## src/sv/jbt_pkg.sv

```systemverilog
// shared constants and types of the json byte tokenizer
`default_nettype none
package jbt_pkg;

  localparam int OFFSET_BITS = 24;
  localparam int OUT_W       = 24;
  localparam int FIFO_DEPTH  = 4;
  localparam int FIFO_AW     = $clog2(FIFO_DEPTH);

  localparam logic [OUT_W-1:0] LINE_MAX = {OUT_W{1'b1}};

  localparam logic [3:0] TT_LBRACE   = 4'd0;
  localparam logic [3:0] TT_RBRACE   = 4'd1;
  localparam logic [3:0] TT_LBRACKET = 4'd2;
  localparam logic [3:0] TT_RBRACKET = 4'd3;
  localparam logic [3:0] TT_COMMA    = 4'd4;
  localparam logic [3:0] TT_COLON    = 4'd5;
  localparam logic [3:0] TT_STRING   = 4'd6;
  localparam logic [3:0] TT_NUMBER   = 4'd7;
  localparam logic [3:0] TT_BOOL     = 4'd8;
  localparam logic [3:0] TT_NULL     = 4'd9;
  localparam logic [3:0] TT_EOF      = 4'd10;
  localparam logic [3:0] TT_ERROR    = 4'd11;

  localparam logic [1:0] EK_NONE    = 2'd0;
  localparam logic [1:0] EK_STRING  = 2'd1;
  localparam logic [1:0] EK_LITERAL = 2'd2;

  typedef struct packed {
    logic [3:0]       token_type;
    logic [OUT_W-1:0] start_offset;
    logic [OUT_W-1:0] token_length;
    logic [OUT_W-1:0] line_number;
    logic [1:0]       error_kind;
  } tok_t;

  // tokens caused by one input word
  typedef struct packed {
    tok_t tok0;
    tok_t tok1;
    logic two;
  } entry_t;

endpackage
`default_nettype wire

```

## src/sv/json_byte_tokenizer_top.sv

```systemverilog
// top level of the streaming json byte tokenizer
// usage:
//   input channel: one word per byte of json text (in_data_byte), or an
//   end marker (in_end_of_input) that closes the document and resets state.
//   output channel: one word per token with type, start offset, length,
//   line number, error kind and a flag on the last token of its input byte.
// path: a token caused by an accepted byte is written into the token queue,
//   then loaded into the output register that drives out_valid.
// throughput: one byte per cycle while the token queue is not full; output
//   runs at one token per cycle while out_ready is high, so the two tokens
//   of one byte take two output words, absorbed by the four-entry queue.
// in_ready drops only when the token queue is full.
// reset: synchronous active low; lexer returns to idle, offset 0, line 1,
//   queue and output register empty.
// stall: when out_ready is low the output word holds, the queue fills and
//   then the input is stalled; no token is lost or repeated.
`default_nettype none
module json_byte_tokenizer_top import jbt_pkg::*; (
  input  wire logic             clk,
  input  wire logic             rst_n,
  input  wire logic             in_valid,
  output logic                  in_ready,
  input  wire logic [7:0]       in_data_byte,
  input  wire logic             in_end_of_input,
  output logic                  out_valid,
  input  wire logic             out_ready,
  output logic [3:0]            out_token_type,
  output logic [OUT_W-1:0]      out_start_offset,
  output logic [OUT_W-1:0]      out_token_length,
  output logic [OUT_W-1:0]      out_line_number,
  output logic [1:0]            out_error_kind,
  output logic                  out_last_of_run
);

  logic   push, full, pop, empty;
  entry_t push_data, head;

  jbt_front u_front (
    .clk             (clk),
    .rst_n           (rst_n),
    .in_valid        (in_valid),
    .in_ready        (in_ready),
    .in_data_byte    (in_data_byte),
    .in_end_of_input (in_end_of_input),
    .push            (push),
    .push_data       (push_data),
    .fifo_full       (full)
  );

  jbt_fifo u_fifo (
    .clk       (clk),
    .rst_n     (rst_n),
    .push      (push),
    .push_data (push_data),
    .full      (full),
    .pop       (pop),
    .head      (head),
    .empty     (empty)
  );

  jbt_back u_back (
    .clk              (clk),
    .rst_n            (rst_n),
    .head             (head),
    .empty            (empty),
    .pop              (pop),
    .out_valid        (out_valid),
    .out_ready        (out_ready),
    .out_token_type   (out_token_type),
    .out_start_offset (out_start_offset),
    .out_token_length (out_token_length),
    .out_line_number  (out_line_number),
    .out_error_kind   (out_error_kind),
    .out_last_of_run  (out_last_of_run)
  );

endmodule
`default_nettype wire

```

## src/sv/jbt_front.sv

```systemverilog
// front end: accepts bytes, tracks lexer state and classifies tokens
`default_nettype none
module jbt_front import jbt_pkg::*; (
  input  wire logic       clk,
  input  wire logic       rst_n,
  input  wire logic       in_valid,
  output logic            in_ready,
  input  wire logic [7:0] in_data_byte,
  input  wire logic       in_end_of_input,
  output logic            push,
  output entry_t          push_data,
  input  wire logic       fifo_full
);

  typedef enum logic [6:0] {
    M_IDLE   = 7'b0000001,
    M_NUMBER = 7'b0000010,
    M_STRING = 7'b0000100,
    M_ESCAPE = 7'b0001000,
    M_WORD   = 7'b0010000,
    M_ERROR  = 7'b0100000,
    M_DONE   = 7'b1000000
  } mode_t;

  mode_t                  mode_r, mode_nxt;
  logic [OFFSET_BITS-1:0] off_r, off_nxt;
  logic [OFFSET_BITS-1:0] start_r, start_nxt;
  logic [OUT_W-1:0]       line_r, line_nxt;
  logic [7:0]             chars_r [5];
  logic [7:0]             chars_nxt [5];
  logic [2:0]             cnt_r, cnt_nxt;

  logic [7:0]             b;
  logic                   accept;
  logic [OFFSET_BITS-1:0] run_len;
  logic                   b_space, b_letter, b_digit, b_term;

  // idle lexing of the current byte
  logic                   idl_v;
  tok_t                   idl_tok;
  mode_t                  idl_mode;
  logic                   idl_set_start;
  logic [OFFSET_BITS-1:0] idl_start;
  logic                   idl_nl;
  logic                   idl_word;

  // word close
  logic                   w_true, w_false, w_null, w_ok;
  tok_t                   w_tok;

  logic                   cl_v, sec_v, use_idle;
  tok_t                   cl_tok, sec_tok;

  function automatic tok_t mk(logic [3:0] ty, logic [OFFSET_BITS-1:0] st,
                              logic [OFFSET_BITS-1:0] ln, logic [OUT_W-1:0] li,
                              logic [1:0] k);
    tok_t t;
    t.token_type   = ty;
    t.start_offset = OUT_W'(st);
    t.token_length = OUT_W'(ln);
    t.line_number  = li;
    t.error_kind   = k;
    return t;
  endfunction

  assign b        = in_data_byte;
  assign in_ready = !fifo_full;
  assign accept   = in_valid && in_ready;
  assign run_len  = off_r - start_r;

  assign b_space  = (b == 8'h20) || (b == 8'h09) || (b == 8'h0d) || (b == 8'h0a);
  assign b_letter = (b >= 8'h61 && b <= 8'h7a) || (b >= 8'h41 && b <= 8'h5a);
  assign b_digit  = (b >= 8'h30 && b <= 8'h39);
  assign b_term   = (b == 8'h00) || b_space || (b == 8'h2c) || (b == 8'h5d)
                 || (b == 8'h7d);

  always_comb begin
    idl_v         = 1'b0;
    idl_tok       = mk(TT_EOF, off_r, OFFSET_BITS'(0), line_r, EK_NONE);
    idl_mode      = M_IDLE;
    idl_set_start = 1'b0;
    idl_start     = off_r;
    idl_nl        = 1'b0;
    idl_word      = 1'b0;
    unique case (b)
      8'h7b: begin idl_v = 1'b1;
        idl_tok = mk(TT_LBRACE, off_r, OFFSET_BITS'(1), line_r, EK_NONE); end
      8'h7d: begin idl_v = 1'b1;
        idl_tok = mk(TT_RBRACE, off_r, OFFSET_BITS'(1), line_r, EK_NONE); end
      8'h5b: begin idl_v = 1'b1;
        idl_tok = mk(TT_LBRACKET, off_r, OFFSET_BITS'(1), line_r, EK_NONE); end
      8'h5d: begin idl_v = 1'b1;
        idl_tok = mk(TT_RBRACKET, off_r, OFFSET_BITS'(1), line_r, EK_NONE); end
      8'h2c: begin idl_v = 1'b1;
        idl_tok = mk(TT_COMMA, off_r, OFFSET_BITS'(1), line_r, EK_NONE); end
      8'h3a: begin idl_v = 1'b1;
        idl_tok = mk(TT_COLON, off_r, OFFSET_BITS'(1), line_r, EK_NONE); end
      8'h00: begin
        idl_v    = 1'b1;
        idl_mode = M_DONE;
      end
      8'h22: begin
        idl_mode      = M_STRING;
        idl_set_start = 1'b1;
        idl_start     = off_r + OFFSET_BITS'(1);
      end
      default: begin
        if (b_space) begin
          idl_nl = (b == 8'h0a);
        end else if (b == 8'h2d || b_digit) begin
          idl_mode      = M_NUMBER;
          idl_set_start = 1'b1;
        end else if (b_letter) begin
          idl_mode      = M_WORD;
          idl_set_start = 1'b1;
          idl_word      = 1'b1;
        end else begin
          idl_v    = 1'b1;
          idl_mode = M_ERROR;
          idl_tok  = mk(TT_ERROR, off_r, OFFSET_BITS'(0), line_r, EK_LITERAL);
        end
      end
    endcase
  end

  always_comb begin
    w_true  = (cnt_r == 3'd4) && chars_r[0] == 8'h74 && chars_r[1] == 8'h72
           && chars_r[2] == 8'h75 && chars_r[3] == 8'h65;
    w_false = (cnt_r == 3'd5) && chars_r[0] == 8'h66 && chars_r[1] == 8'h61
           && chars_r[2] == 8'h6c && chars_r[3] == 8'h73 && chars_r[4] == 8'h65;
    w_null  = (cnt_r == 3'd4) && chars_r[0] == 8'h6e && chars_r[1] == 8'h75
           && chars_r[2] == 8'h6c && chars_r[3] == 8'h6c;
    w_ok    = w_true || w_false || w_null;
    if (w_true || w_false) begin
      w_tok = mk(TT_BOOL, start_r, run_len, line_r, EK_NONE);
    end else if (w_null) begin
      w_tok = mk(TT_NULL, start_r, run_len, line_r, EK_NONE);
    end else begin
      w_tok = mk(TT_ERROR, start_r, run_len, line_r, EK_LITERAL);
    end
  end

  always_comb begin
    mode_nxt  = mode_r;
    off_nxt   = off_r + OFFSET_BITS'(1);
    start_nxt = start_r;
    line_nxt  = line_r;
    for (int i = 0; i < 5; i++) chars_nxt[i] = chars_r[i];
    cnt_nxt   = cnt_r;
    cl_v      = 1'b0;
    cl_tok    = w_tok;
    sec_v     = 1'b0;
    sec_tok   = idl_tok;
    use_idle  = 1'b0;

    if (in_end_of_input) begin
      unique case (mode_r)
        M_NUMBER: begin
          cl_v   = 1'b1;
          cl_tok = mk(TT_NUMBER, start_r, run_len, line_r, EK_NONE);
        end
        M_WORD: cl_v = 1'b1;
        M_STRING, M_ESCAPE: begin
          cl_v   = 1'b1;
          cl_tok = mk(TT_ERROR, start_r, run_len, line_r, EK_STRING);
        end
        default: cl_v = 1'b0;
      endcase
      sec_v     = 1'b1;
      sec_tok   = mk(TT_EOF, off_r, OFFSET_BITS'(0), line_r, EK_NONE);
      mode_nxt  = M_IDLE;
      off_nxt   = '0;
      start_nxt = '0;
      line_nxt  = OUT_W'(1);
      for (int i = 0; i < 5; i++) chars_nxt[i] = 8'h00;
      cnt_nxt   = 3'd0;
    end else begin
      unique case (mode_r)
        M_IDLE: use_idle = 1'b1;
        M_NUMBER: begin
          if (b_term) begin
            cl_v     = 1'b1;
            cl_tok   = mk(TT_NUMBER, start_r, run_len, line_r, EK_NONE);
            use_idle = 1'b1;
          end
        end
        M_STRING: begin
          if (b == 8'h00) begin
            cl_v     = 1'b1;
            cl_tok   = mk(TT_ERROR, start_r, run_len, line_r, EK_STRING);
            mode_nxt = M_ERROR;
          end else if (b == 8'h22) begin
            cl_v     = 1'b1;
            cl_tok   = mk(TT_STRING, start_r, run_len, line_r, EK_NONE);
            mode_nxt = M_IDLE;
          end else if (b == 8'h5c) begin
            mode_nxt = M_ESCAPE;
          end
        end
        M_ESCAPE: begin
          if (b == 8'h00) begin
            cl_v     = 1'b1;
            cl_tok   = mk(TT_ERROR, start_r, run_len, line_r, EK_STRING);
            mode_nxt = M_ERROR;
          end else begin
            mode_nxt = M_STRING;
          end
        end
        M_WORD: begin
          if (b_letter) begin
            if (cnt_r < 3'd5) begin
              for (int i = 0; i < 5; i++) begin
                if (cnt_r == 3'(i)) chars_nxt[i] = b;
              end
              cnt_nxt = cnt_r + 3'd1;
            end else begin
              cnt_nxt = 3'd6;
            end
          end else begin
            cl_v = 1'b1;
            if (w_ok) begin
              use_idle = 1'b1;
            end else begin
              mode_nxt = M_ERROR;
            end
          end
        end
        default: mode_nxt = mode_r;
      endcase

      if (use_idle) begin
        mode_nxt = idl_mode;
        sec_v    = idl_v;
        if (idl_set_start) start_nxt = idl_start;
        if (idl_nl && line_r != LINE_MAX) line_nxt = line_r + OUT_W'(1);
        if (idl_word) begin
          chars_nxt[0] = b;
          cnt_nxt      = 3'd1;
        end
      end
    end
  end

  assign push           = accept && (cl_v || sec_v);
  assign push_data.tok0 = cl_v ? cl_tok : sec_tok;
  assign push_data.tok1 = sec_tok;
  assign push_data.two  = cl_v && sec_v;

  always_ff @(posedge clk) begin
    if (!rst_n) begin
      mode_r  <= M_IDLE;
      off_r   <= '0;
      start_r <= '0;
      line_r  <= OUT_W'(1);
      for (int i = 0; i < 5; i++) chars_r[i] <= 8'h00;
      cnt_r   <= 3'd0;
    end else if (accept) begin
      mode_r  <= mode_nxt;
      off_r   <= off_nxt;
      start_r <= start_nxt;
      line_r  <= line_nxt;
      for (int i = 0; i < 5; i++) chars_r[i] <= chars_nxt[i];
      cnt_r   <= cnt_nxt;
    end
  end

endmodule
`default_nettype wire

```

## src/sv/jbt_fifo.sv

```systemverilog
// short queue of token words between front and back end
`default_nettype none
module jbt_fifo import jbt_pkg::*; (
  input  wire logic   clk,
  input  wire logic   rst_n,
  input  wire logic   push,
  input  wire entry_t push_data,
  output logic        full,
  input  wire logic   pop,
  output entry_t      head,
  output logic        empty
);

  entry_t               mem_r [FIFO_DEPTH];
  logic [FIFO_AW-1:0]   wr_r, rd_r;
  logic [FIFO_AW:0]     cnt_r, cnt_nxt;

  assign full  = (cnt_r == (FIFO_AW+1)'(FIFO_DEPTH));
  assign empty = (cnt_r == '0);
  assign head  = mem_r[rd_r];

  always_comb begin
    cnt_nxt = cnt_r;
    if (push && !pop) cnt_nxt = cnt_r + (FIFO_AW+1)'(1);
    if (pop && !push) cnt_nxt = cnt_r - (FIFO_AW+1)'(1);
  end

  always_ff @(posedge clk) begin
    if (push) mem_r[wr_r] <= push_data;
  end

  always_ff @(posedge clk) begin
    if (!rst_n) begin
      wr_r  <= '0;
      rd_r  <= '0;
      cnt_r <= '0;
    end else begin
      if (push) wr_r <= wr_r + FIFO_AW'(1);
      if (pop)  rd_r <= rd_r + FIFO_AW'(1);
      cnt_r <= cnt_nxt;
    end
  end

endmodule
`default_nettype wire

```

## src/sv/jbt_back.sv

```systemverilog
// back end: splits queued words into single tokens on the output register
`default_nettype none
module jbt_back import jbt_pkg::*; (
  input  wire logic         clk,
  input  wire logic         rst_n,
  input  wire entry_t       head,
  input  wire logic         empty,
  output logic              pop,
  output logic              out_valid,
  input  wire logic         out_ready,
  output logic [3:0]        out_token_type,
  output logic [OUT_W-1:0]  out_start_offset,
  output logic [OUT_W-1:0]  out_token_length,
  output logic [OUT_W-1:0]  out_line_number,
  output logic [1:0]        out_error_kind,
  output logic              out_last_of_run
);

  logic  valid_r;
  logic  idx_r, idx_nxt;
  tok_t  tok_r, sel;
  logic  last_r, last;
  logic  load;

  assign load = (!valid_r || out_ready) && !empty;
  assign sel  = idx_r ? head.tok1 : head.tok0;
  assign last = !head.two || idx_r;
  assign pop  = load && last;

  always_comb begin
    idx_nxt = idx_r;
    if (load) idx_nxt = !last;
  end

  always_ff @(posedge clk) begin
    if (!rst_n) begin
      valid_r <= 1'b0;
      idx_r   <= 1'b0;
    end else begin
      if (load) begin
        valid_r <= 1'b1;
      end else if (out_ready) begin
        valid_r <= 1'b0;
      end
      idx_r <= idx_nxt;
    end
  end

  always_ff @(posedge clk) begin
    if (load) begin
      tok_r  <= sel;
      last_r <= last;
    end
  end

  assign out_valid        = valid_r;
  assign out_token_type   = tok_r.token_type;
  assign out_start_offset = tok_r.start_offset;
  assign out_token_length = tok_r.token_length;
  assign out_line_number  = tok_r.line_number;
  assign out_error_kind   = tok_r.error_kind;
  assign out_last_of_run  = last_r;

endmodule
`default_nettype wire
```

## config.mk

```make
export PLATFORM = sky130hd
export DESIGN_NAME = json_byte_tokenizer_top
export DESIGN_NICKNAME = d
export VERILOG_FILES = /design/src/sv/jbt_pkg.sv /design/src/sv/json_byte_tokenizer_top.sv /design/src/sv/jbt_front.sv /design/src/sv/jbt_fifo.sv /design/src/sv/jbt_back.sv
export SDC_FILE = /design/constraint.sdc
export NUM_CORES = 1
export LEC_CHECK = 0
export BUFFER_PORTS_ARGS = -buffer_cell sky130_fd_sc_hd__buf_2
export CORE_AREA = 2 2 236 238
export DETAILED_ROUTE_END_ITERATION = 16
export DIE_AREA = 0 0 238 240
export PLACE_DENSITY = 0.69
export SKIP_CTS_REPAIR_TIMING = 1
export SLEW_MARGIN = 40
export SYNTH_ARGS = -nofsm -noshare
export SYNTH_HDL_FRONTEND = slang
export SYNTH_SLANG_ARGS = --single-unit
```

## constraint.sdc

```tcl
create_clock -name clk -period 5.3 [get_ports clk]
set_input_delay 0.53 -clock clk [delete_from_list [all_inputs] [get_ports clk]]
set_output_delay 0.53 -clock clk [all_outputs]
set_load 0.02 [all_outputs]
```

==> flow_summary.yaml <==
run_status:
  status: "complete, no violations"
timing:
  tightest_slew_ps: 909
  rsz0062_at_grt: "false"
  fin_skew_ps: 25.1
  setup_violations: 0
  period_minus_slack_ps: 4170
  slew_viol_final: 0
  tns_ps: 0
  finalHoldViolations: 0
  max_freq_ghz: 0.240
  fin_crit_sh_pct: 78.6
  slew_headroom_pct: 38.9
route:
  routed_wl_mm: 57.4
  drt_iter0_markers: 1389
  drc: 0
  firstDrtPassIters: 6
  antenna_left: 0
  via_per_inst: 5.81
  wl_per_cell_um: 21.4
  via_count: 15609
synthesis:
  ys_warn_count: 0
  syn_area_mm2: 0.0271
  synth_ff_type: "edfxtp_1"
  avgSynthCellArea_um2: 14.8
  yosysSeqAreaShare_pct: 68.5
  async_reset_ff_share_pct: 0
  yosys_register_bits: 648
  synth_cells: 1826
  synth_edf_count: 555
  synth_cell_types: 72
layout:
  final_cells: 2686
  stdcell_area_mm2: 0.0307
  post-route-util_pct: 56.1
  nNetsFinal: 1977
  area_growth_pct: 13.3
  drive_gt1_share_pct: 18.5
  n_antenna_cell: 0
  final_cell_mix: "edfxtp_1 (555), nand2_1 (220), mux4_2 (109)"
  final_common_cell: "edfxtp_1"
  fillers: 4201
power_and_ir_drop:
  clockPowerShare_pct: 32.3
  power.switching_uw: 4130
  irDropWorstVdd_mv: 0.269
  power_frac_comb_pct: 21.1
  power_frac_seq_pct: 46.6
  swShare_pct: 28.3
  leakage_uw: 0.0104
  pwr_density_cell_mw_per_mm2: 475
  cell_internal_pwr_uw: 10400
clock_network:
  cts.path.max_buffers: 3
  cts-htree-levels: 3
  path_clk_slew_ps: 60
  root_buffer: "clkbuf_16"
  tritoncts: "yes"
  numClockSinks: 648
  clk_latency_ps: 610
  cts_buffers: 67
worst_setup_path:
  r2r_cells: 11
  critPathRequiredTime_ps: 5580
  crit_start: "u_front.cnt_r[0]$_SDFFE_PN0P_"
  arrival_ps: 4450
  path_max_fanout: 39
  timing.rr.end: "u_fifo.mem_r[3][56]$_DFFE_PP_"
  critPathSlowestCell: "and2_4"
  regToRegStartpoint: "u_front.cnt_r[0]$_SDFFE_PN0P_"
  path_cells: "inv_1 > ha_1 > and2_1 > nand4_1 > nor4_1 > o21ai_0 > nand3_1 > o22ai_1 > a21oi_1 > and2_4 > buf_4"
  end_kind: "flip-flop"
  cp_slowest_stage_delay_ps: 710
  r2r_slack_ps: 1130
  crit_path_start_kind: "flip-flop"
  crit_type: "flip-flop to flip-flop"
global_routing:
  grt_overflow: 0
  grt_max_degree: 75
  antenna_found_initial: 1
  grt_pass1_vias: 15542
  grtUsageTotal_pct: 20.4
  grt_pass1_wl_mm: 89.2
place:
  gp_congestion: 0.895
  place_inst: 2562
  postPlaceCellArea_mm2: 0.0284
  dpl.hpwl_mm: 36.0
  io_buffers: 93
floorplan:
  initial_core_util_pct: 49.5
  die_x_um: 238
  dieHeight_um: 240
  coreArea_mm2: 0.0547
  rows: 86
  die_area_mm2: 0.0571
  ios: 94
hold_path:
  hold_path.class: "input port to flip-flop"
  hold_path.startpoint: "out_ready"
  whs_path_depth: 4
  min_to: "u_back.out_valid$_SDFFE_PN0P_"
job:
  maxCapViolations: 0
[worst max-delay path, delay by kind of cell (launching register included)]
family	cells	cell delay, ps
adders and majority gates	1	170
buffers and inverters	2	460
AOI/OAI and AO/OA	3	940
and+or+nand+nor	5	1900
DFF	1	350
[metal layers]
layer	part of all wire (%)	track usage, %	wire [um]
met1	44	28.2	25300
met2	47	32.6	27200
met3	5.7	3.40	3270
met4	2.8	8.31	1600
met5	0	0	0
[Yosys cell counts, types with 4 or more instances]
| master | count | area share, % |
|---|---|---|
| edfxtp_1 | 555 | 62 |
| nand2_1 | 220 | 3.1 |
| mux4_2 | 109 | 9.1 |
| dfxtp_1 | 93 | 6.9 |
| o21ai_0 | 93 | 1.7 |
| nor2_1 | 77 | 1.1 |
| clkbuf_1 | 71 | 0.98 |
| nand3_1 | 70 | 1.3 |
| inv_1 | 51 | 0.71 |
| a21oi_1 | 46 | 0.85 |
| o31ai_1 | 43 | 1.2 |
| and2_1 | 38 | 0.88 |
| ha_1 | 35 | 1.6 |
| xor2_1 | 27 | 0.87 |
| nor3_1 | 24 | 0.44 |
| xnor2_1 | 24 | 0.78 |
| and3_1 | 22 | 0.51 |
| buf_1 | 18 | 0.25 |
| nand2b_1 | 17 | 0.39 |
| nand4_1 | 16 | 0.37 |
| mux2i_1 | 14 | 0.52 |
| nor2b_1 | 12 | 0.28 |
| a21o_1 | 11 | 0.31 |
| a31oi_1 | 11 | 0.25 |
| or4_1 | 11 | 0.31 |
| or3_1 | 9 | 0.21 |
| nor4bb_1 | 8 | 0.30 |
| o21a_1 | 8 | 0.22 |
| nor3b_1 | 7 | 0.19 |
| a21boi_0 | 6 | 0.17 |
| nor4_1 | 6 | 0.14 |
| nor4b_1 | 6 | 0.19 |
| or2_2 | 5 | 0.12 |
| o22ai_1 | 4 | 0.092 |
[cell type report]
| class | instances | area, um^2 | share of cell area, % |
|---|---|---|---|
| sequential | 648 | 18500 | 60.5 |
| multi-input combinational | 1037 | 8030 | 26.2 |
| clock buffer | 81 | 1830 | 5.98 |
| tap | 704 | 881 | 2.87 |
| timing repair buffer | 122 | 782 | 2.55 |
| clock inverter | 43 | 399 | 1.30 |
| inverter | 51 | 196 | 0.641 |
[kinds of logic (layout without fill, tap and decap cells)]
logic type	after synthesis	in the layout	synth area share (%)
flip-flops	648	648	68.5
AND/OR/NAND/NOR	562	562	10.2
other	1	4	0.0139
buffers and inverters	144	297	2.06
adder cells (fa/ha/maj)	37	37	1.77
multiplexers	126	126	9.72
AO/OA/AOI/OAI	257	257	6.12
XOR/XNOR	51	51	1.65
[sequential cells by signal, summed over array words and instances (netlist names), 2 cells and up, named ones only]
signal,count
u_fifo.cnt_r,3
u_back.out_start_offset,24
u_front.off_r,24
u_back.out_token_type,4
u_fifo.mem_r,436
u_fifo.wr_r,2
u_front.chars_r,40
u_front.mode_r,7
u_back.out_error_kind,2
u_front.start_r,24
u_front.cnt_r,3
u_fifo.rd_r,2
u_back.out_token_length,24
u_back.out_line_number,24
u_front.line_r,24
[per-stage QoR]
| step | setup WS, ps | total power, uW | hold slack (ps) |
|---|---|---|---|
| final | 1130 | 14600 | 224 |
| after global routing | 816 | 15200 | 273 |
| after CTS | 1170 | 14800 | 198 |
| after detailed placement | 712 | 10000 | 457 |
| after global placement | 802 | 9970 | 452 |
| after floorplan | 933 | 8990 | 445 |
[worst max-delay path by stage]
stage          slack [ps]  cells after the start                             end
2_1_floorplan         930                     10    u_fifo.mem_r[0][0]$_DFFE_PP_
3_3_place_gp          800                     10  u_fifo.mem_r[3][127]$_DFFE_PP_
3_5_place_dp          710                     10  u_fifo.mem_r[3][127]$_DFFE_PP_
4_1_cts              1170                     11  u_fifo.mem_r[3][128]$_DFFE_PP_
5_1_grt               820                     11  u_fifo.mem_r[3][127]$_DFFE_PP_
6_report             1130                     11   u_fifo.mem_r[3][56]$_DFFE_PP_
[power by group through the flow]
stage	combinational [uW]	clock [uW]	sequential, uW
global placement	3100	0	6870
detailed placement	3120	0	6900
finish	3080	4710	6790
CTS	3140	4810	6800
floorplan	1740	0	7250
global route	3340	5000	6860
Note: power is estimated with default switching activity, not from simulation.
